**src/rtl/lse_pkg.sv**
```systemverilog
// Shared types and constants for the LSB steganography extractor.
// No dependencies. Used by every module of the block.
`default_nettype none

package lse_pkg;

  // One carrier image byte and its restart flag.
  typedef struct packed {
    logic [7:0] carrier_byte;
    logic       first_of_image;
  } lse_in_t;

  // One decoded result.
  typedef struct packed {
    logic [1:0]  kind;
    logic [31:0] value;
    logic        is_last;
  } lse_out_t;

  // Result kinds.
  localparam logic [1:0] KIND_LENGTH  = 2'd0;
  localparam logic [1:0] KIND_BYTE    = 2'd1;
  localparam logic [1:0] KIND_HDR_ERR = 2'd2;

  // Fixed widths of the decoder state.
  localparam int HEADER_BITS = 3;
  localparam int HDR_CNT_W   = 2;
  localparam int BPB_W       = 3;
  localparam int BUF_W       = 16;
  localparam int BUF_CNT_W   = 4;
  localparam int VALUE_W     = 32;

  // Decoder phases.
  typedef enum logic [3:0] {
    PH_HEADER  = 4'b0001,
    PH_LENGTH  = 4'b0010,
    PH_PAYLOAD = 4'b0100,
    PH_DONE    = 4'b1000
  } lse_phase_t;

endpackage

`default_nettype wire

```
**src/rtl/lse_queue.sv**
```systemverilog
// Front end: two-entry request queue that accepts carrier bytes.
// Depends on lse_pkg for the request type.
`default_nettype none

module lse_queue (
  input  wire logic           clk,
  input  wire logic           rst_n,
  input  wire logic           in_valid,
  output logic                in_ready,
  input  wire lse_pkg::lse_in_t in_data,
  output logic                head_valid,
  output lse_pkg::lse_in_t    head_data,
  input  wire logic           pop
);

  lse_pkg::lse_in_t mem_r [2];
  logic       wr_ptr_r, wr_ptr_nxt;
  logic       rd_ptr_r, rd_ptr_nxt;
  logic [1:0] count_r, count_nxt;
  logic       push;
  logic       do_pop;

  // Handshake on both sides of the queue.
  assign in_ready   = (count_r != 2'd2);
  assign push       = in_valid && in_ready;
  assign head_valid = (count_r != 2'd0);
  assign head_data  = mem_r[rd_ptr_r];
  assign do_pop     = pop && head_valid;

  // Pointer and fill-level update.
  always_comb begin
    wr_ptr_nxt = push ? ~wr_ptr_r : wr_ptr_r;
    rd_ptr_nxt = do_pop ? ~rd_ptr_r : rd_ptr_r;
    count_nxt  = count_r;
    if (push && !do_pop) begin
      count_nxt = count_r + 2'd1;
    end else if (!push && do_pop) begin
      count_nxt = count_r - 2'd1;
    end
  end

  always_ff @(posedge clk) begin
    if (!rst_n) begin
      wr_ptr_r <= 1'b0;
      rd_ptr_r <= 1'b0;
      count_r  <= 2'd0;
    end else begin
      wr_ptr_r <= wr_ptr_nxt;
      rd_ptr_r <= rd_ptr_nxt;
      count_r  <= count_nxt;
    end
  end

  // Queue storage needs no reset.
  always_ff @(posedge clk) begin
    if (push) begin
      mem_r[wr_ptr_r] <= in_data;
    end
  end

endmodule

`default_nettype wire

```
**src/rtl/lse_back.sv**
```systemverilog
// Back end: bit-stream decoder with header, length and payload phases,
// followed by the result register. Depends on lse_pkg.
`default_nettype none

module lse_back #(
  parameter int LENGTH_BITS = 32
) (
  input  wire logic             clk,
  input  wire logic             rst_n,
  input  wire logic             head_valid,
  input  wire lse_pkg::lse_in_t head_data,
  output logic                  pop,
  output logic                  out_valid,
  input  wire logic             out_ready,
  output lse_pkg::lse_out_t     out_data
);

  localparam int LEFT_W = $clog2(LENGTH_BITS + 1);

  lse_pkg::lse_phase_t            phase_r, phase_nxt, phase_cur;
  logic [lse_pkg::HDR_CNT_W-1:0]  hdr_cnt_r, hdr_cnt_nxt, hdr_cnt_cur;
  logic [lse_pkg::BPB_W-1:0]      bpb_r, bpb_nxt, bpb_cur;
  logic [LEFT_W-1:0]              left_r, left_nxt, left_cur;
  logic [LENGTH_BITS-1:0]         acc_r, acc_nxt, acc_cur;
  logic [LENGTH_BITS-1:0]         bytes_r, bytes_nxt, bytes_cur;
  logic [lse_pkg::BUF_W-1:0]      buf_r, buf_nxt, buf_cur;
  logic [lse_pkg::BUF_CNT_W-1:0]  bcnt_r, bcnt_nxt, bcnt_cur;
  logic                           ovalid_r, ovalid_nxt;
  lse_pkg::lse_out_t              odata_r, odata_nxt;

  logic                           issue;
  logic                           res_valid;
  lse_pkg::lse_out_t              res;
  logic [7:0]                     bits8;
  logic [lse_pkg::BPB_W-1:0]      take;
  logic [lse_pkg::BPB_W-1:0]      rest;
  logic [lse_pkg::BUF_W-1:0]      merged;
  logic [lse_pkg::BUF_CNT_W-1:0]  merged_cnt;
  logic [lse_pkg::BUF_CNT_W-1:0]  left_cnt;

  // A request is taken whenever the result register is free or draining.
  assign issue     = !ovalid_r || out_ready;
  assign pop       = head_valid && issue;
  assign out_valid = ovalid_r;
  assign out_data  = odata_r;

  // Restart flag replaces the stored state with its reset values.
  always_comb begin
    if (head_data.first_of_image) begin
      phase_cur   = lse_pkg::PH_HEADER;
      hdr_cnt_cur = '0;
      bpb_cur     = '0;
      left_cur    = LEFT_W'(LENGTH_BITS);
      acc_cur     = '0;
      bytes_cur   = '0;
      buf_cur     = '0;
      bcnt_cur    = '0;
    end else begin
      phase_cur   = phase_r;
      hdr_cnt_cur = hdr_cnt_r;
      bpb_cur     = bpb_r;
      left_cur    = left_r;
      acc_cur     = acc_r;
      bytes_cur   = bytes_r;
      buf_cur     = buf_r;
      bcnt_cur    = bcnt_r;
    end
  end

  // Low n bits of the carrier byte and the split of a length byte.
  always_comb begin
    bits8 = head_data.carrier_byte & 8'((9'd1 << bpb_cur) - 9'd1);
    if ({{LEFT_W{1'b0}}, bpb_cur} > {3'b000, left_cur}) begin
      take = lse_pkg::BPB_W'(left_cur);
    end else begin
      take = bpb_cur;
    end
    rest       = bpb_cur - take;
    merged     = (buf_cur << bpb_cur) | lse_pkg::BUF_W'(bits8);
    merged_cnt = bcnt_cur + lse_pkg::BUF_CNT_W'(bpb_cur);
    left_cnt   = merged_cnt - lse_pkg::BUF_CNT_W'(8);
  end

  // Phase sequencing and result formation.
  always_comb begin
    phase_nxt   = phase_cur;
    hdr_cnt_nxt = hdr_cnt_cur;
    bpb_nxt     = bpb_cur;
    left_nxt    = left_cur;
    acc_nxt     = acc_cur;
    bytes_nxt   = bytes_cur;
    buf_nxt     = buf_cur;
    bcnt_nxt    = bcnt_cur;
    res_valid   = 1'b0;
    res         = '0;
    case (phase_cur)
      lse_pkg::PH_HEADER: begin
        bpb_nxt     = {bpb_cur[lse_pkg::BPB_W-2:0], head_data.carrier_byte[0]};
        hdr_cnt_nxt = hdr_cnt_cur + lse_pkg::HDR_CNT_W'(1);
        if (hdr_cnt_nxt == lse_pkg::HDR_CNT_W'(lse_pkg::HEADER_BITS)) begin
          hdr_cnt_nxt = '0;
          if (bpb_nxt == '0) begin
            phase_nxt = lse_pkg::PH_DONE;
            res_valid = 1'b1;
            res.kind  = lse_pkg::KIND_HDR_ERR;
          end else begin
            phase_nxt = lse_pkg::PH_LENGTH;
          end
        end
      end
      lse_pkg::PH_LENGTH: begin
        if (bpb_cur == '0) begin
          phase_nxt = lse_pkg::PH_DONE;
        end else begin
          acc_nxt  = (acc_cur << take) | LENGTH_BITS'(bits8 >> rest);
          left_nxt = left_cur - LEFT_W'(take);
          buf_nxt  = lse_pkg::BUF_W'(bits8 & 8'((9'd1 << rest) - 9'd1));
          bcnt_nxt = lse_pkg::BUF_CNT_W'(rest);
          if (left_nxt == '0) begin
            bytes_nxt   = acc_nxt;
            res_valid   = 1'b1;
            res.kind    = lse_pkg::KIND_LENGTH;
            res.value   = lse_pkg::VALUE_W'(acc_nxt);
            res.is_last = (acc_nxt == '0);
            phase_nxt   = (acc_nxt == '0) ? lse_pkg::PH_DONE : lse_pkg::PH_PAYLOAD;
          end
        end
      end
      lse_pkg::PH_PAYLOAD: begin
        if (bpb_cur == '0) begin
          phase_nxt = lse_pkg::PH_DONE;
        end else if (merged_cnt >= lse_pkg::BUF_CNT_W'(8)) begin
          bcnt_nxt    = left_cnt;
          buf_nxt     = merged & ((lse_pkg::BUF_W'(1) << left_cnt) - lse_pkg::BUF_W'(1));
          bytes_nxt   = bytes_cur - LENGTH_BITS'(1);
          res_valid   = 1'b1;
          res.kind    = lse_pkg::KIND_BYTE;
          res.value   = lse_pkg::VALUE_W'(8'(merged >> left_cnt));
          res.is_last = (bytes_nxt == '0);
          if (bytes_nxt == '0) begin
            phase_nxt = lse_pkg::PH_DONE;
          end
        end else begin
          buf_nxt  = merged;
          bcnt_nxt = merged_cnt;
        end
      end
      lse_pkg::PH_DONE: begin
        phase_nxt = lse_pkg::PH_DONE;
      end
      default: begin
        phase_nxt = lse_pkg::PH_DONE;
      end
    endcase
  end

  // Result register loads whenever it is free or being taken.
  always_comb begin
    ovalid_nxt = ovalid_r;
    odata_nxt  = odata_r;
    if (issue) begin
      ovalid_nxt = pop && res_valid;
      odata_nxt  = res;
    end
  end

  always_ff @(posedge clk) begin
    if (!rst_n) begin
      phase_r   <= lse_pkg::PH_HEADER;
      hdr_cnt_r <= '0;
      bpb_r     <= '0;
      left_r    <= LEFT_W'(LENGTH_BITS);
      acc_r     <= '0;
      bytes_r   <= '0;
      buf_r     <= '0;
      bcnt_r    <= '0;
      ovalid_r  <= 1'b0;
    end else begin
      if (pop) begin
        phase_r   <= phase_nxt;
        hdr_cnt_r <= hdr_cnt_nxt;
        bpb_r     <= bpb_nxt;
        left_r    <= left_nxt;
        acc_r     <= acc_nxt;
        bytes_r   <= bytes_nxt;
        buf_r     <= buf_nxt;
        bcnt_r    <= bcnt_nxt;
      end
      ovalid_r <= ovalid_nxt;
    end
  end

  // Result payload needs no reset.
  always_ff @(posedge clk) begin
    odata_r <= odata_nxt;
  end

endmodule

`default_nettype wire

```
**src/rtl/lsb_stego_extractor_unit.sv**
```systemverilog
// Path: an accepted request is written into the queue; from the queue head the
// decoder loads any result into the result register, which presents it until taken.
// Throughput: one byte per cycle while the queue has room; the decoder retires one
// queued request per cycle whenever the result register is free or being taken.
// Reset: synchronous active-low rst_n empties the queue and result register and
// returns the decoder to the header phase. Built from lse_queue and lse_back (lse_pkg).
`default_nettype none

module lsb_stego_extractor_unit #(
  parameter int LENGTH_BITS = 32
) (
  input  wire logic              clk,
  input  wire logic              rst_n,
  input  wire logic              in_valid,
  output logic                   in_ready,
  input  wire lse_pkg::lse_in_t  in_data,
  output logic                   out_valid,
  input  wire logic              out_ready,
  output lse_pkg::lse_out_t      out_data
);

  logic             head_valid;
  lse_pkg::lse_in_t head_data;
  logic             pop;

  // Front end: accept and hold carrier bytes.
  lse_queue u_queue (
    .clk        (clk),
    .rst_n      (rst_n),
    .in_valid   (in_valid),
    .in_ready   (in_ready),
    .in_data    (in_data),
    .head_valid (head_valid),
    .head_data  (head_data),
    .pop        (pop)
  );

  // Back end: decode the bit stream and present results.
  lse_back #(
    .LENGTH_BITS (LENGTH_BITS)
  ) u_back (
    .clk        (clk),
    .rst_n      (rst_n),
    .head_valid (head_valid),
    .head_data  (head_data),
    .pop        (pop),
    .out_valid  (out_valid),
    .out_ready  (out_ready),
    .out_data   (out_data)
  );

endmodule

`default_nettype wire
```
**config.mk**
```make
export PLATFORM = sky130hd
export DESIGN_NAME = lsb_stego_extractor_unit
export DESIGN_NICKNAME = d
export VERILOG_FILES = /design/src/rtl/lse_pkg.sv /design/src/rtl/lse_queue.sv /design/src/rtl/lse_back.sv /design/src/rtl/lsb_stego_extractor_unit.sv
export SDC_FILE = /design/constraint.sdc
export NUM_CORES = 1
export LEC_CHECK = 0
export ABC_AREA = 1
export BUFFER_PORTS_ARGS = -buffer_cell sky130_fd_sc_hd__buf_2
export CORE_AREA = 2 2 160 162
export CTS_CLUSTER_SIZE = 8
export DETAILED_ROUTE_END_ITERATION = 16
export DIE_AREA = 0 0 162 164
export PLACE_DENSITY = 0.64
export SLEW_MARGIN = 30
export SYNTH_ARGS = -nofsm -noshare
export SYNTH_HDL_FRONTEND = slang
export SYNTH_SLANG_ARGS = --single-unit
export TNS_END_PERCENT = 50
```
**constraint.sdc**
```tcl
create_clock -name clk -period 6 [get_ports clk]
set_input_delay 0.9 -clock clk [delete_from_list [all_inputs] [get_ports clk]]
set_output_delay 0.9 -clock clk [all_outputs]
set_load 0.01 [all_outputs]
```
==> metrics.json, run 1 <==
{
  "run_status": {"value": "finished clean"},
  "worstPathBufferInverterCount": {"value": 5},
  "asyncSetResetFlopFracSynth": {"value": 0, "unit": "%"},
  "path_clk_slew": {"value": 0.07, "unit": "ns"},
  "detail_route.iter0.violations": {"value": 1348},
  "p_switching": {"value": 4.21, "unit": "mW"},
  "setup.worst_path.start_class": {"value": "register"},
  "drt_first_pass_iters": {"value": 8},
  "drc": {"value": 0},
  "worstPathArrival": {"value": 5.19, "unit": "ns"},
  "port-buffer-count": {"value": 48},
  "slowest_stage_delay_cp": {"value": 0.68, "unit": "ns"},
  "fin_skew": {"value": 0.0156, "unit": "ns"},
  "worstSetupEndpointType": {"value": "register"},
  "postCtsSetupBuffers": {"value": 0},
  "via_count_normalized_by_instance_count": {"value": 5.71},
  "cts_hold_buffers": {"value": 0},
  "cts_root_buffer": {"value": "sky130_fd_sc_hd__clkbuf_16"},
  "drive_above_1_share": {"value": 9.71, "unit": "%"},
  "io_pins": {"value": 50},
  "regArea": {"value": 0.00361, "unit": "mm2"},
  "worst-path-stages": {"value": 16},
  "final_common_cell": {"value": "sky130_fd_sc_hd__nand2_1"},
  "final_period_demand_of_the_worst_path": {"value": 4.83, "unit": "ns"},
  "syn-mean-instance-area": {"value": 6.36, "unit": "um2"},
  "grt_remaining_overflow": {"value": 0},
  "design_power_total": {"value": 7.76, "unit": "mW"},
  "worstPathCellList": {"value": "inv_6, nand2_8, nand2_8, inv_2, nand2_1, nor4_4, inv_1, nor2_2, inv_1, nor2_2, inv_2, o21ai_0, o21ai_1, o211ai_1, nor2_1, a21oi_1"},
  "critical_path.top_delay_family": {"value": "simple AND/OR/NAND/NOR gates"},
  "clk_path_buf_depth": {"value": 2},
  "clk_latency": {"value": 0.44, "unit": "ns"},
  "num_vias": {"value": 12900},
  "grt_antenna_before_repair": {"value": 0},
  "rsz0062_at_grt": {"value": "false"},
  "row_count": {"value": 58},
  "primary_flip_flop_cell_chosen_by_synthesis_mapping": {"value": "sky130_fd_sc_hd__dfxtp_1"},
  "cp_slowest_cell": {"value": "sky130_fd_sc_hd__nor2_2"},
  "post_dp_hpwl": {"value": 28200, "unit": "um"},
  "synth-edff-count": {"value": 51},
  "synth-seq-cells": {"value": 155},
  "final_worst_path_period_share": {"value": 80.4, "unit": "%"},
  "finalHoldViolations": {"value": 0},
  "internal_power": {"value": 3.55, "unit": "mW"},
  "seq_area_frac_synth": {"value": 29.5, "unit": "%"},
  "cts_made_buffers": {"value": 17},
  "worst_slew_margin_rel": {"value": 29.8, "unit": "%"},
  "cts-resized-gates": {"value": 0},
  "place_inst": {"value": 2224},
  "setup_tns": {"value": 0, "unit": "ns"},
  "grt_start_max_net_pins": {"value": 84},
  "multi_input_area": {"value": 0.00714, "unit": "mm2"},
  "cellPowerDensity": {"value": 587, "unit": "mW/mm2"},
  "crit_path_capture": {"value": "u_back.bytes_r[19]"},
  "layout.filler_cells": {"value": 2612},
  "die_width": {"value": 162, "unit": "um"},
  "min_path_type": {"value": "reg2reg"},
  "postSynthNetCount": {"value": 1950},
  "share_comb_of_total_power": {"value": 66.0, "unit": "%"},
  "detail_route.wirelength": {"value": 40500, "unit": "um"},
  "p_leak": {"value": 5.59, "unit": "nW"},
  "worst-r2r-cell-count": {"value": 16},
  "synth_warnings": {"value": 0},
  "htreeDepth": {"value": 4},
  "max_freq": {"value": 0.207, "unit": "GHz"},
  "tritoncts": {"value": "yes"},
  "fp.dieH": {"value": 164, "unit": "um"},
  "required": {"value": 6.36, "unit": "ns"},
  "worst_r2r_endpoint": {"value": "u_back.bytes_r[19]"},
  "p_clk_share": {"value": 14.7, "unit": "%"},
  "layout.cells.most_common_list": {"value": "sky130_fd_sc_hd__nand2_1, sky130_fd_sc_hd__inv_1, sky130_fd_sc_hd__nor2_1"},
  "timing.critical_path.fanout_max": {"value": 41},
  "first_global_vias": {"value": 12000},
  "num-nets-final": {"value": 1938},
  "ys_types": {"value": 61},
  "initial_core_util": {"value": 49.4, "unit": "%"},
  "peakVddDrop": {"value": 0.000885, "unit": "V"},
  "setup_violations": {"value": 0},
  "instances_no_fill": {"value": 2256},
  "max_cap_viol_count": {"value": 0},
  "wl_per_cell": {"value": 17.9, "unit": "um"},
  "cts_sinks": {"value": 155},
  "share_of_total_power_in_sequential_cells": {"value": 19.3, "unit": "%"},
  "timing_max_transition_violations_final": {"value": 0},
  "swShare": {"value": 54.3, "unit": "%"},
  "floorplan.die_area": {"value": 0.0266, "unit": "mm2"},
  "gr-usage-all-layers": {"value": 30.8, "unit": "%"},
  "synthToLayoutAreaGrowth": {"value": 7.78, "unit": "%"},
  "worst-slew-pin-transition": {"value": 1.05, "unit": "ns"},
  "drt.antenna.violating_nets": {"value": 0},
  "insertedDiodeCount": {"value": 0},
  "fp.coreArea": {"value": 0.0248, "unit": "mm2"},
  "timing.reg2reg.setup_slack": {"value": 1.17, "unit": "ns"},
  "synthesis.instances": {"value": 1925},
  "worstSetupPathType": {"value": "reg2reg"},
  "grt_first_pass_wirelength": {"value": 64500, "unit": "um"},
  "finalWeightedCongestion": {"value": 0.936},
  "post_synth_instance_area": {"value": 0.0123, "unit": "mm2"}
}
-- layout make-up --
| type | instances | area share, % |
|---|---|---|
| multi-input combinational | 1404 | 54.1 |
| sequential | 155 | 27.4 |
| inverter | 258 | 7.40 |
| clock buffer | 21 | 3.57 |
| timing repair buffer | 77 | 3.47 |
| tap | 330 | 3.13 |
| clock inverter | 11 | 1.00 |
-- worst min-delay path, stage by stage, from the launching register on --
cell	delay, ns
sky130_fd_sc_hd__dfxtp_1	0.30
sky130_fd_sc_hd__inv_1	0.06
sky130_fd_sc_hd__nor3_1	0.05
-- power by group through the flow --
stage	logic, mW	clock network (mW)	registers, mW
final	5.12	1.14	1.50
after global routing	5.71	1.20	1.53
after CTS	5.05	1.15	1.50
after detailed placement	5.02	0	1.52
after global placement	4.98	0	1.51
after floorplan	3.92	0	1.47
-- sequential cells by signal, summed over array words and instances (netlist names), named ones only --
name              count
u_back.bytes_r       32
u_back.buf_r         15
u_back.phase_r        4
u_back.left_r         6
u_queue.mem_r        16
u_back.hdr_cnt_r      2
u_back.out_valid      1
u_back.acc_r         32
u_queue.rd_ptr_r      1
u_back.bpb_r          3
u_queue.count_r       2
u_back.bcnt_r         4
u_back.out_data      35
u_queue.wr_ptr_r      1
-- synthesized netlist by cell type, types with 7 or more instances --
cell / instances / area share (%)
sky130_fd_sc_hd__a211oi_1: 12 / 0.74
sky130_fd_sc_hd__a21oi_1: 140 / 5.7
sky130_fd_sc_hd__a221oi_1: 35 / 2.5
sky130_fd_sc_hd__a31oi_1: 15 / 0.77
sky130_fd_sc_hd__buf_2: 30 / 1.2
sky130_fd_sc_hd__buf_4: 7 / 0.43
sky130_fd_sc_hd__clkbuf_1: 61 / 1.9
sky130_fd_sc_hd__dfxtp_1: 104 / 17
sky130_fd_sc_hd__edfxtp_1: 51 / 13
sky130_fd_sc_hd__ha_1: 11 / 1.1
sky130_fd_sc_hd__inv_1: 240 / 7.4
sky130_fd_sc_hd__inv_2: 13 / 0.40
sky130_fd_sc_hd__nand2_1: 415 / 13
sky130_fd_sc_hd__nand2_2: 10 / 0.51
sky130_fd_sc_hd__nand3_1: 197 / 8.0
sky130_fd_sc_hd__nand4_1: 16 / 0.82
sky130_fd_sc_hd__nor2_1: 211 / 6.5
sky130_fd_sc_hd__nor2_2: 17 / 0.87
sky130_fd_sc_hd__nor2_4: 7 / 0.64
sky130_fd_sc_hd__nor3_1: 28 / 1.1
sky130_fd_sc_hd__o211ai_1: 31 / 1.9
sky130_fd_sc_hd__o21ai_0: 134 / 5.5
sky130_fd_sc_hd__o21ai_1: 27 / 1.1
sky130_fd_sc_hd__xor2_1: 31 / 2.2
-- worst min path at each step --
stage	slack, ns	startpoint	endpoint	cells after the start
floorplan	0.42	u_back.bcnt_r[3]	u_back.bcnt_r[3]	2
global placement	0.44	u_back.bcnt_r[3]	u_back.bcnt_r[3]	2
detailed placement	0.44	u_queue.rd_ptr_r	register	1
CTS	0.46	u_back.bcnt_r[3]	u_back.bcnt_r[3]	2
global route	0.46	u_back.bcnt_r[3]	u_back.bcnt_r[3]	2
finish	0.46	u_back.bcnt_r[3]	u_back.bcnt_r[3]	2
-- per-layer routing --
layer | share of wire [%] | up-vias | GRT usage (%)
li1 | - | 6404 | -
met1 | 44 | 5894 | 39.4
met2 | 47 | 489 | 53.2
met3 | 5.4 | 85 | 3.08
met4 | 4.0 | 0 | 13.3
met5 | 0 | - | 0
-- cells by family (layout without fill, tap and decap cells) --
kind of cell / Yosys count / count (layout) / share of synthesized area (%)
AND/OR/NAND/NOR: 934 / 934 / 34.2
AO/OA/AOI/OAI: 424 / 424 / 20.2
buffers and inverters: 366 / 367 / 12.4
flip-flops: 155 / 155 / 29.5
XOR/XNOR: 31 / 31 / 2.22
adder cells (fa/ha/maj): 12 / 12 / 1.29
multiplexers: 3 / 3 / 0.245
-- metrics by stage --
step / cell area (um2) / utilization (%) / worst slack (ns) / hold slack [ns]
final: 13200 / 53.2 / 1.17 / 0.457
after global routing: 13200 / 53.2 / 0.925 / 0.463
after CTS: 13200 / 53.2 / 1.37 / 0.457
after detailed placement: 12600 / 50.8 / 1.39 / 0.444
after global placement: 12600 / 50.8 / 1.43 / 0.437
after floorplan: 12300 / - / 2.49 / 0.425
Power figures use the tool's default switching activity.
==> run 2, diff against run 1 <==
==> constraint.sdc (replaced) <==
create_clock -name clk -period 5 [get_ports clk]
set_input_delay 0.75 -clock clk [delete_from_list [all_inputs] [get_ports clk]]
set_output_delay 0.75 -clock clk [all_outputs]
set_load 0.01 [all_outputs]
==> run 2 against run 1 <==
Effect of this change:
- power is 20% higher
- core utilization rose by 0.25 points
- hold slack improved by 0.0013 ns
- clock power up 12%
- routed wire length increased by 1.9%
- via count increased by 1.6%
- first-iteration DRC count down 3.6%
- critical path type unchanged
==> metrics.json, run 2 (synthesis gave the netlist of run 1 again) <==
{
  "wl_per_cell": {"value": 18.2, "unit": "um"},
  "drive_above_1_share": {"value": 10.4, "unit": "%"},
  "worstPathArrival": {"value": 4.70, "unit": "ns"},
  "design_power_total": {"value": 9.30, "unit": "mW"},
  "num-nets-final": {"value": 1951},
  "stdcell_area": {"value": 0.0133, "unit": "mm2"},
  "row_count": {"value": 58},
  "grt_antenna_before_repair": {"value": 0},
  "rsz0062_at_grt": {"value": "false"},
  "num_vias": {"value": 13100},
  "post_dp_hpwl": {"value": 29200, "unit": "um"},
  "htreeDepth": {"value": 4},
  "drt_first_pass_iters": {"value": 5},
  "first_global_vias": {"value": 12100},
  "insertedDiodeCount": {"value": 0},
  "fin_skew": {"value": 0.0175, "unit": "ns"},
  "die_width": {"value": 162, "unit": "um"},
  "worst_slew_margin_rel": {"value": 37.6, "unit": "%"},
  "max_freq": {"value": 0.228, "unit": "GHz"},
  "postCtsSetupBuffers": {"value": 0},
  "port-buffer-count": {"value": 48},
  "floorplan.die_area": {"value": 0.0266, "unit": "mm2"},
  "drt.antenna.violating_nets": {"value": 0},
  "detail_route.iter0.violations": {"value": 1299},
  "place_inst": {"value": 2237},
  "final_period_demand_of_the_worst_path": {"value": 4.38, "unit": "ns"},
  "detail_route.wirelength": {"value": 41200, "unit": "um"},
  "grt_first_pass_wirelength": {"value": 65500, "unit": "um"},
  "final_common_cell": {"value": "sky130_fd_sc_hd__nand2_1"},
  "cts_hold_buffers": {"value": 0},
  "placed_cell_area": {"value": 0.0127, "unit": "mm2"},
  "largest_register_ff_count": {"value": 35},
  "timing.critical_path.fanout_max": {"value": 33},
  "synthToLayoutAreaGrowth": {"value": 8.28, "unit": "%"},
  "cellPowerDensity": {"value": 701, "unit": "mW/mm2"},
  "worst-slew-pin-transition": {"value": 0.936, "unit": "ns"},
  "finish.utilization": {"value": 53.5, "unit": "%"},
  "setup.worst_path.start_class": {"value": "register"},
  "max_cap_viol_count": {"value": 0},
  "drc": {"value": 0},
  "fp.dieH": {"value": 164, "unit": "um"},
  "layout.filler_cells": {"value": 2588},
  "finalWeightedCongestion": {"value": 0.944},
  "cts_root_buffer": {"value": "sky130_fd_sc_hd__clkbuf_16"},
  "clk_latency": {"value": 0.45, "unit": "ns"},
  "setup_tns": {"value": 0, "unit": "ns"},
  "p_leak": {"value": 5.63, "unit": "nW"},
  "setup_slack": {"value": 0.620, "unit": "ns"},
  "finalHoldViolations": {"value": 0},
  "via_count_normalized_by_instance_count": {"value": 5.77},
  "preCtsSetupSlack": {"value": 0.703, "unit": "ns"},
  "worstSetupPathType": {"value": "reg2reg"},
  "cts_sinks": {"value": 155},
  "grt_start_max_net_pins": {"value": 84},
  "timing.hold.ws": {"value": 0.458, "unit": "ns"},
  "setup_violations": {"value": 0},
  "peakVddDrop": {"value": 0.00127, "unit": "V"},
  "cts-resized-gates": {"value": 0},
  "instances_no_fill": {"value": 2269},
  "run_status": {"value": "finished clean"},
  "io_pins": {"value": 50},
  "worstSetupEndpointType": {"value": "register"},
  "grt_remaining_overflow": {"value": 0},
  "cts_made_buffers": {"value": 17},
  "path_clk_slew": {"value": 0.07, "unit": "ns"},
  "min_path_type": {"value": "reg2reg"},
  "layout.cells.most_common_list": {"value": "sky130_fd_sc_hd__nand2_1, sky130_fd_sc_hd__inv_1, sky130_fd_sc_hd__nor2_1"},
  "final_worst_path_period_share": {"value": 87.6, "unit": "%"},
  "gr-usage-all-layers": {"value": 31.4, "unit": "%"},
  "initial_core_util": {"value": 49.4, "unit": "%"},
  "timing_max_transition_violations_final": {"value": 0},
  "clk_path_buf_depth": {"value": 2},
  "required": {"value": 5.32, "unit": "ns"},
  "fp.coreArea": {"value": 0.0248, "unit": "mm2"},
  "tritoncts": {"value": "yes"}
}
-- run 2: changes by cell type in the layout (fill, tap and decap cells not counted), moves of 2 or more --
cell                         delta
sky130_fd_sc_hd__bufinv_16      -2
sky130_fd_sc_hd__inv_6          +2
sky130_fd_sc_hd__clkbuf_1       -2
sky130_fd_sc_hd__buf_4         +12
sky130_fd_sc_hd__inv_8          +4
sky130_fd_sc_hd__clkinvlp_4     +2
sky130_fd_sc_hd__clkinv_4       -2
-- run 2: final timing paths --
path,start,endpoint,slack (ns),cells past startpoint
setup / recovery,register,u_back.bytes_r[30],0.62,24
hold / removal,u_back.bcnt_r[3],u_back.bcnt_r[3],0.46,2
setup reg to reg,register,u_back.bytes_r[30],0.62,24
hold reg to reg,u_back.bcnt_r[3],u_back.bcnt_r[3],0.46,2
-- run 2: layer usage --
metal  part of all wire (%)  vias to the layer above  wire, um  track usage [%]
met1                     43                     6027     17600             40.2
met3                    5.9                      109      2420             3.28
met5                      0                        -         0                0
li1                       -                     6428         -                -
met2                     47                      518     19300             53.1
met4                    4.7                        0      1920             15.3
-- run 2: layout make-up --
cell class | instances | area [um2] | area share [%]
sequential | 155 | 3610 | 27.2
inverter | 258 | 975 | 7.35
tap | 330 | 413 | 3.11
timing repair buffer | 90 | 568 | 4.28
clock inverter | 15 | 133 | 1.00
multi-input combinational | 1404 | 7140 | 53.8
clock buffer | 17 | 425 | 3.21
-- run 2: worst max-delay path: stages, from the launching register on --
cell                      delay, ns
sky130_fd_sc_hd__dfxtp_1       0.60
sky130_fd_sc_hd__inv_6         0.09
sky130_fd_sc_hd__nand2_8       0.11
sky130_fd_sc_hd__nand2_8       0.18
sky130_fd_sc_hd__nor2_4        0.17
sky130_fd_sc_hd__nand2_2       0.10
sky130_fd_sc_hd__nor2_4        0.18
sky130_fd_sc_hd__nand4_1       0.26
sky130_fd_sc_hd__nand2_2       0.16
sky130_fd_sc_hd__buf_4         0.36
sky130_fd_sc_hd__ha_1          0.22
sky130_fd_sc_hd__inv_1         0.06
sky130_fd_sc_hd__ha_1          0.17
sky130_fd_sc_hd__inv_1         0.07
sky130_fd_sc_hd__nand2_1       0.05
sky130_fd_sc_hd__nand2_1       0.10
sky130_fd_sc_hd__nand2_1       0.07
sky130_fd_sc_hd__nand2_1       0.08
sky130_fd_sc_hd__nand3_1       0.12
sky130_fd_sc_hd__nor2_4        0.19
sky130_fd_sc_hd__nand3_2       0.10
sky130_fd_sc_hd__nand2_1       0.28
sky130_fd_sc_hd__nand2_1       0.23
sky130_fd_sc_hd__a21oi_1       0.18
sky130_fd_sc_hd__a21oi_1       0.10
-- run 2: power by group --
part / leakage [nW] / switching (mW) / internal, mW
Sequential: 1.44 / 0.156 / 1.63
Clock: 0.265 / 0.629 / 0.655
Combinational: 3.93 / 4.34 / 1.88
Total: 5.63 / 5.13 / 4.17
==> run 3, diff against run 2 <==
--- a/config.mk
+++ b/config.mk
@@ -7,11 +7,13 @@
 export LEC_CHECK = 0
 export ABC_AREA = 1
 export BUFFER_PORTS_ARGS = -buffer_cell sky130_fd_sc_hd__buf_2
-export CORE_AREA = 2 2 160 162
+export CELL_PAD_IN_SITES_DETAIL_PLACEMENT = 0
+export CELL_PAD_IN_SITES_GLOBAL_PLACEMENT = 2
+export CORE_AREA = 2 2 191 193
 export CTS_CLUSTER_SIZE = 8
 export DETAILED_ROUTE_END_ITERATION = 16
-export DIE_AREA = 0 0 162 164
-export PLACE_DENSITY = 0.64
+export DIE_AREA = 0 0 193 195
+export PLACE_DENSITY = 0.78
 export SLEW_MARGIN = 30
 export SYNTH_ARGS = -nofsm -noshare
 export SYNTH_HDL_FRONTEND = slang
==> run 3 against run 2 <==
Effect of this change:
- setup slack got worse by 0.18 ns
- clock skew decreased by 0.00070 ns
- clock-buffer cell count increased by 1
- combinational power increased by 1%
- non-clock buffer count increased by 3
==> metrics.json, run 3 (synthesis gave the netlist of run 1 again) <==
{
  "cts_root_buffer": {"value": "sky130_fd_sc_hd__clkbuf_16"},
  "grt_start_max_net_pins": {"value": 84},
  "timing.critical_path.fanout_max": {"value": 38},
  "post_dp_hpwl": {"value": 32500, "unit": "um"},
  "p_leak": {"value": 5.67, "unit": "nW"},
  "finalWeightedCongestion": {"value": 0.888},
  "setup.worst_path.start_class": {"value": "register"},
  "worst-r2r-cell-count": {"value": 23},
  "drc": {"value": 0},
  "cts_made_buffers": {"value": 17},
  "timing.hold.ws": {"value": 0.439, "unit": "ns"},
  "num_vias": {"value": 12900},
  "clk_latency": {"value": 0.46, "unit": "ns"},
  "peakVddDrop": {"value": 0.00101, "unit": "V"},
  "htreeDepth": {"value": 4},
  "rsz0062_at_grt": {"value": "false"},
  "path_clk_slew": {"value": 0.07, "unit": "ns"},
  "detail_route.iter0.violations": {"value": 1035},
  "share_comb_of_total_power": {"value": 66.9, "unit": "%"},
  "gr-usage-all-layers": {"value": 24.4, "unit": "%"},
  "synthToLayoutAreaGrowth": {"value": 10.0, "unit": "%"},
  "die_width": {"value": 193, "unit": "um"},
  "cts_sinks": {"value": 155},
  "p_clk_share": {"value": 14.1, "unit": "%"},
  "max_cap_viol_count": {"value": 0},
  "row_count": {"value": 69},
  "run_status": {"value": "finished clean"},
  "internal_power": {"value": 4.21, "unit": "mW"},
  "timing_max_transition_violations_final": {"value": 0},
  "tritoncts": {"value": "yes"},
  "wl_per_cell": {"value": 18.7, "unit": "um"},
  "port-buffer-count": {"value": 48},
  "required": {"value": 5.24, "unit": "ns"},
  "worstSetupPathType": {"value": "reg2reg"},
  "clk_path_buf_depth": {"value": 2},
  "swShare": {"value": 55.3, "unit": "%"},
  "final_worst_path_period_share": {"value": 91.2, "unit": "%"},
  "fp.dieH": {"value": 195, "unit": "um"},
  "max_freq": {"value": 0.219, "unit": "GHz"},
  "num-nets-final": {"value": 1954},
  "drt.antenna.violating_nets": {"value": 0},
  "insertedDiodeCount": {"value": 0},
  "fin_skew": {"value": 0.0168, "unit": "ns"},
  "worstSetupEndpointType": {"value": "register"},
  "via_count_normalized_by_instance_count": {"value": 5.36},
  "cellPowerDensity": {"value": 698, "unit": "mW/mm2"},
  "detail_route.wirelength": {"value": 45000, "unit": "um"},
  "setup_violations": {"value": 0},
  "final_period_demand_of_the_worst_path": {"value": 4.56, "unit": "ns"},
  "cts_hold_buffers": {"value": 0},
  "worst-slew-pin-transition": {"value": 0.952, "unit": "ns"},
  "worstPathArrival": {"value": 4.80, "unit": "ns"},
  "p_switching": {"value": 5.21, "unit": "mW"},
  "worst_slew_margin_rel": {"value": 36.6, "unit": "%"},
  "final_common_cell": {"value": "sky130_fd_sc_hd__nand2_1"},
  "drt_first_pass_iters": {"value": 6},
  "io_pins": {"value": 50},
  "postCtsSetupBuffers": {"value": 0},
  "share_of_total_power_in_sequential_cells": {"value": 19.0, "unit": "%"},
  "fp.coreArea": {"value": 0.0354, "unit": "mm2"},
  "largest_register_ff_count": {"value": 35},
  "first_global_vias": {"value": 12400},
  "grt_antenna_before_repair": {"value": 0},
  "initial_core_util": {"value": 34.6, "unit": "%"},
  "finalHoldViolations": {"value": 0},
  "floorplan.die_area": {"value": 0.0376, "unit": "mm2"},
  "layout.cells.most_common_list": {"value": "sky130_fd_sc_hd__nand2_1, sky130_fd_sc_hd__inv_1, sky130_fd_sc_hd__nor2_1"},
  "grt_remaining_overflow": {"value": 0},
  "drive_above_1_share": {"value": 10.6, "unit": "%"},
  "min_path_cells": {"value": 1},
  "setup_tns": {"value": 0, "unit": "ns"},
  "grt_first_pass_wirelength": {"value": 70300, "unit": "um"},
  "cts-resized-gates": {"value": 0},
  "min_path_type": {"value": "reg2reg"}
}
-- run 3: cell types whose count changed in the layout (fill, tap and decap cells not counted) --
cell / before / now
sky130_fd_sc_hd__nor2_2: 18 / 17
sky130_fd_sc_hd__clkinv_2: 2 / 4
sky130_fd_sc_hd__clkinvlp_4: 4 / 2
sky130_fd_sc_hd__buf_12: 1 / 0
sky130_fd_sc_hd__buf_16: 0 / 1
sky130_fd_sc_hd__clkinv_4: 2 / 1
sky130_fd_sc_hd__buf_4: 41 / 44
sky130_fd_sc_hd__inv_2: 14 / 13
sky130_fd_sc_hd__inv_6: 5 / 6
sky130_fd_sc_hd__clkbuf_16: 17 / 18
sky130_fd_sc_hd__nor2_4: 7 / 8
-- run 3: path summary, 6_finish.rpt --
check / startpoint / to / slack [ns]
worst max-delay path: register / u_back.out_data[0] / 0.44
worst min-delay path: u_queue.rd_ptr_r / register / 0.44
worst min register to register: u_queue.rd_ptr_r / register / 0.44
worst max register to register: register / u_back.out_data[0] / 0.44
-- run 3: cell type report --
type / instances / area, um2
clock buffer: 18 / 450
clock inverter: 14 / 123
fill: 3944 / 21900
inverter: 258 / 976
multi-input combinational: 1404 / 7140
sequential: 155 / 3610
tap: 461 / 577
timing repair buffer: 93 / 598
-- run 3: metal layers --
metal / share of wire [%] / track usage (%) / vias to the layer above / wire [um]
li1: - / - / 6449 / -
met1: 45 / 31.8 / 6015 / 20400
met2: 47 / 40.4 / 351 / 21100
met3: 4.5 / 3.79 / 76 / 2010
met4: 3.3 / 8.92 / 0 / 1510
met5: 0 / 0 / - / 0
-- run 3: critical path, cell delays in order (launching register included) --
cell and delay, ns:
sky130_fd_sc_hd__dfxtp_1 0.61, sky130_fd_sc_hd__inv_6 0.09, sky130_fd_sc_hd__nand2_8 0.11, sky130_fd_sc_hd__nand2_8 0.23, sky130_fd_sc_hd__nor2_4 0.21, sky130_fd_sc_hd__nand2_2 0.10
sky130_fd_sc_hd__nor2_4 0.19, sky130_fd_sc_hd__nand4_1 0.27, sky130_fd_sc_hd__nand2_2 0.17, sky130_fd_sc_hd__buf_4 0.35, sky130_fd_sc_hd__ha_1 0.22, sky130_fd_sc_hd__inv_1 0.05
sky130_fd_sc_hd__ha_1 0.17, sky130_fd_sc_hd__inv_1 0.06, sky130_fd_sc_hd__nand2_1 0.05, sky130_fd_sc_hd__nand2_1 0.10, sky130_fd_sc_hd__nand2_1 0.06, sky130_fd_sc_hd__nand2_1 0.07
sky130_fd_sc_hd__nand3_1 0.11, sky130_fd_sc_hd__nor2_4 0.17, sky130_fd_sc_hd__nand2_4 0.27, sky130_fd_sc_hd__inv_1 0.20, sky130_fd_sc_hd__nand4_1 0.17, sky130_fd_sc_hd__a21oi_1 0.31
-- run 3: stage by stage --
stage | utilization, % | instances | setup slack (ns) | cell area, um2 | power [mW]
6_report | 38.1 | 2403 | 0.438 | 13500 | 9.42
5_1_grt | 38.1 | 2403 | 0.0770 | 13500 | 10.3
4_1_cts | 38.0 | 2402 | 0.399 | 13500 | 9.44
3_3_place_gp | 36.4 | 2370 | 0.474 | 12900 | 8.04
3_5_place_dp | 36.4 | 2370 | 0.456 | 12900 | 8.06
2_1_floorplan | - | 1925 | 1.49 | 12300 | 6.47
-- run 3: power by group through the flow --
stage	registers [mW]	clock network, mW	logic [mW]
4_1_cts	1.79	1.37	6.28
6_report	1.79	1.33	6.30
3_3_place_gp	1.81	0	6.24
5_1_grt	1.82	1.41	7.11
2_1_floorplan	1.77	0	4.71
3_5_place_dp	1.81	0	6.25
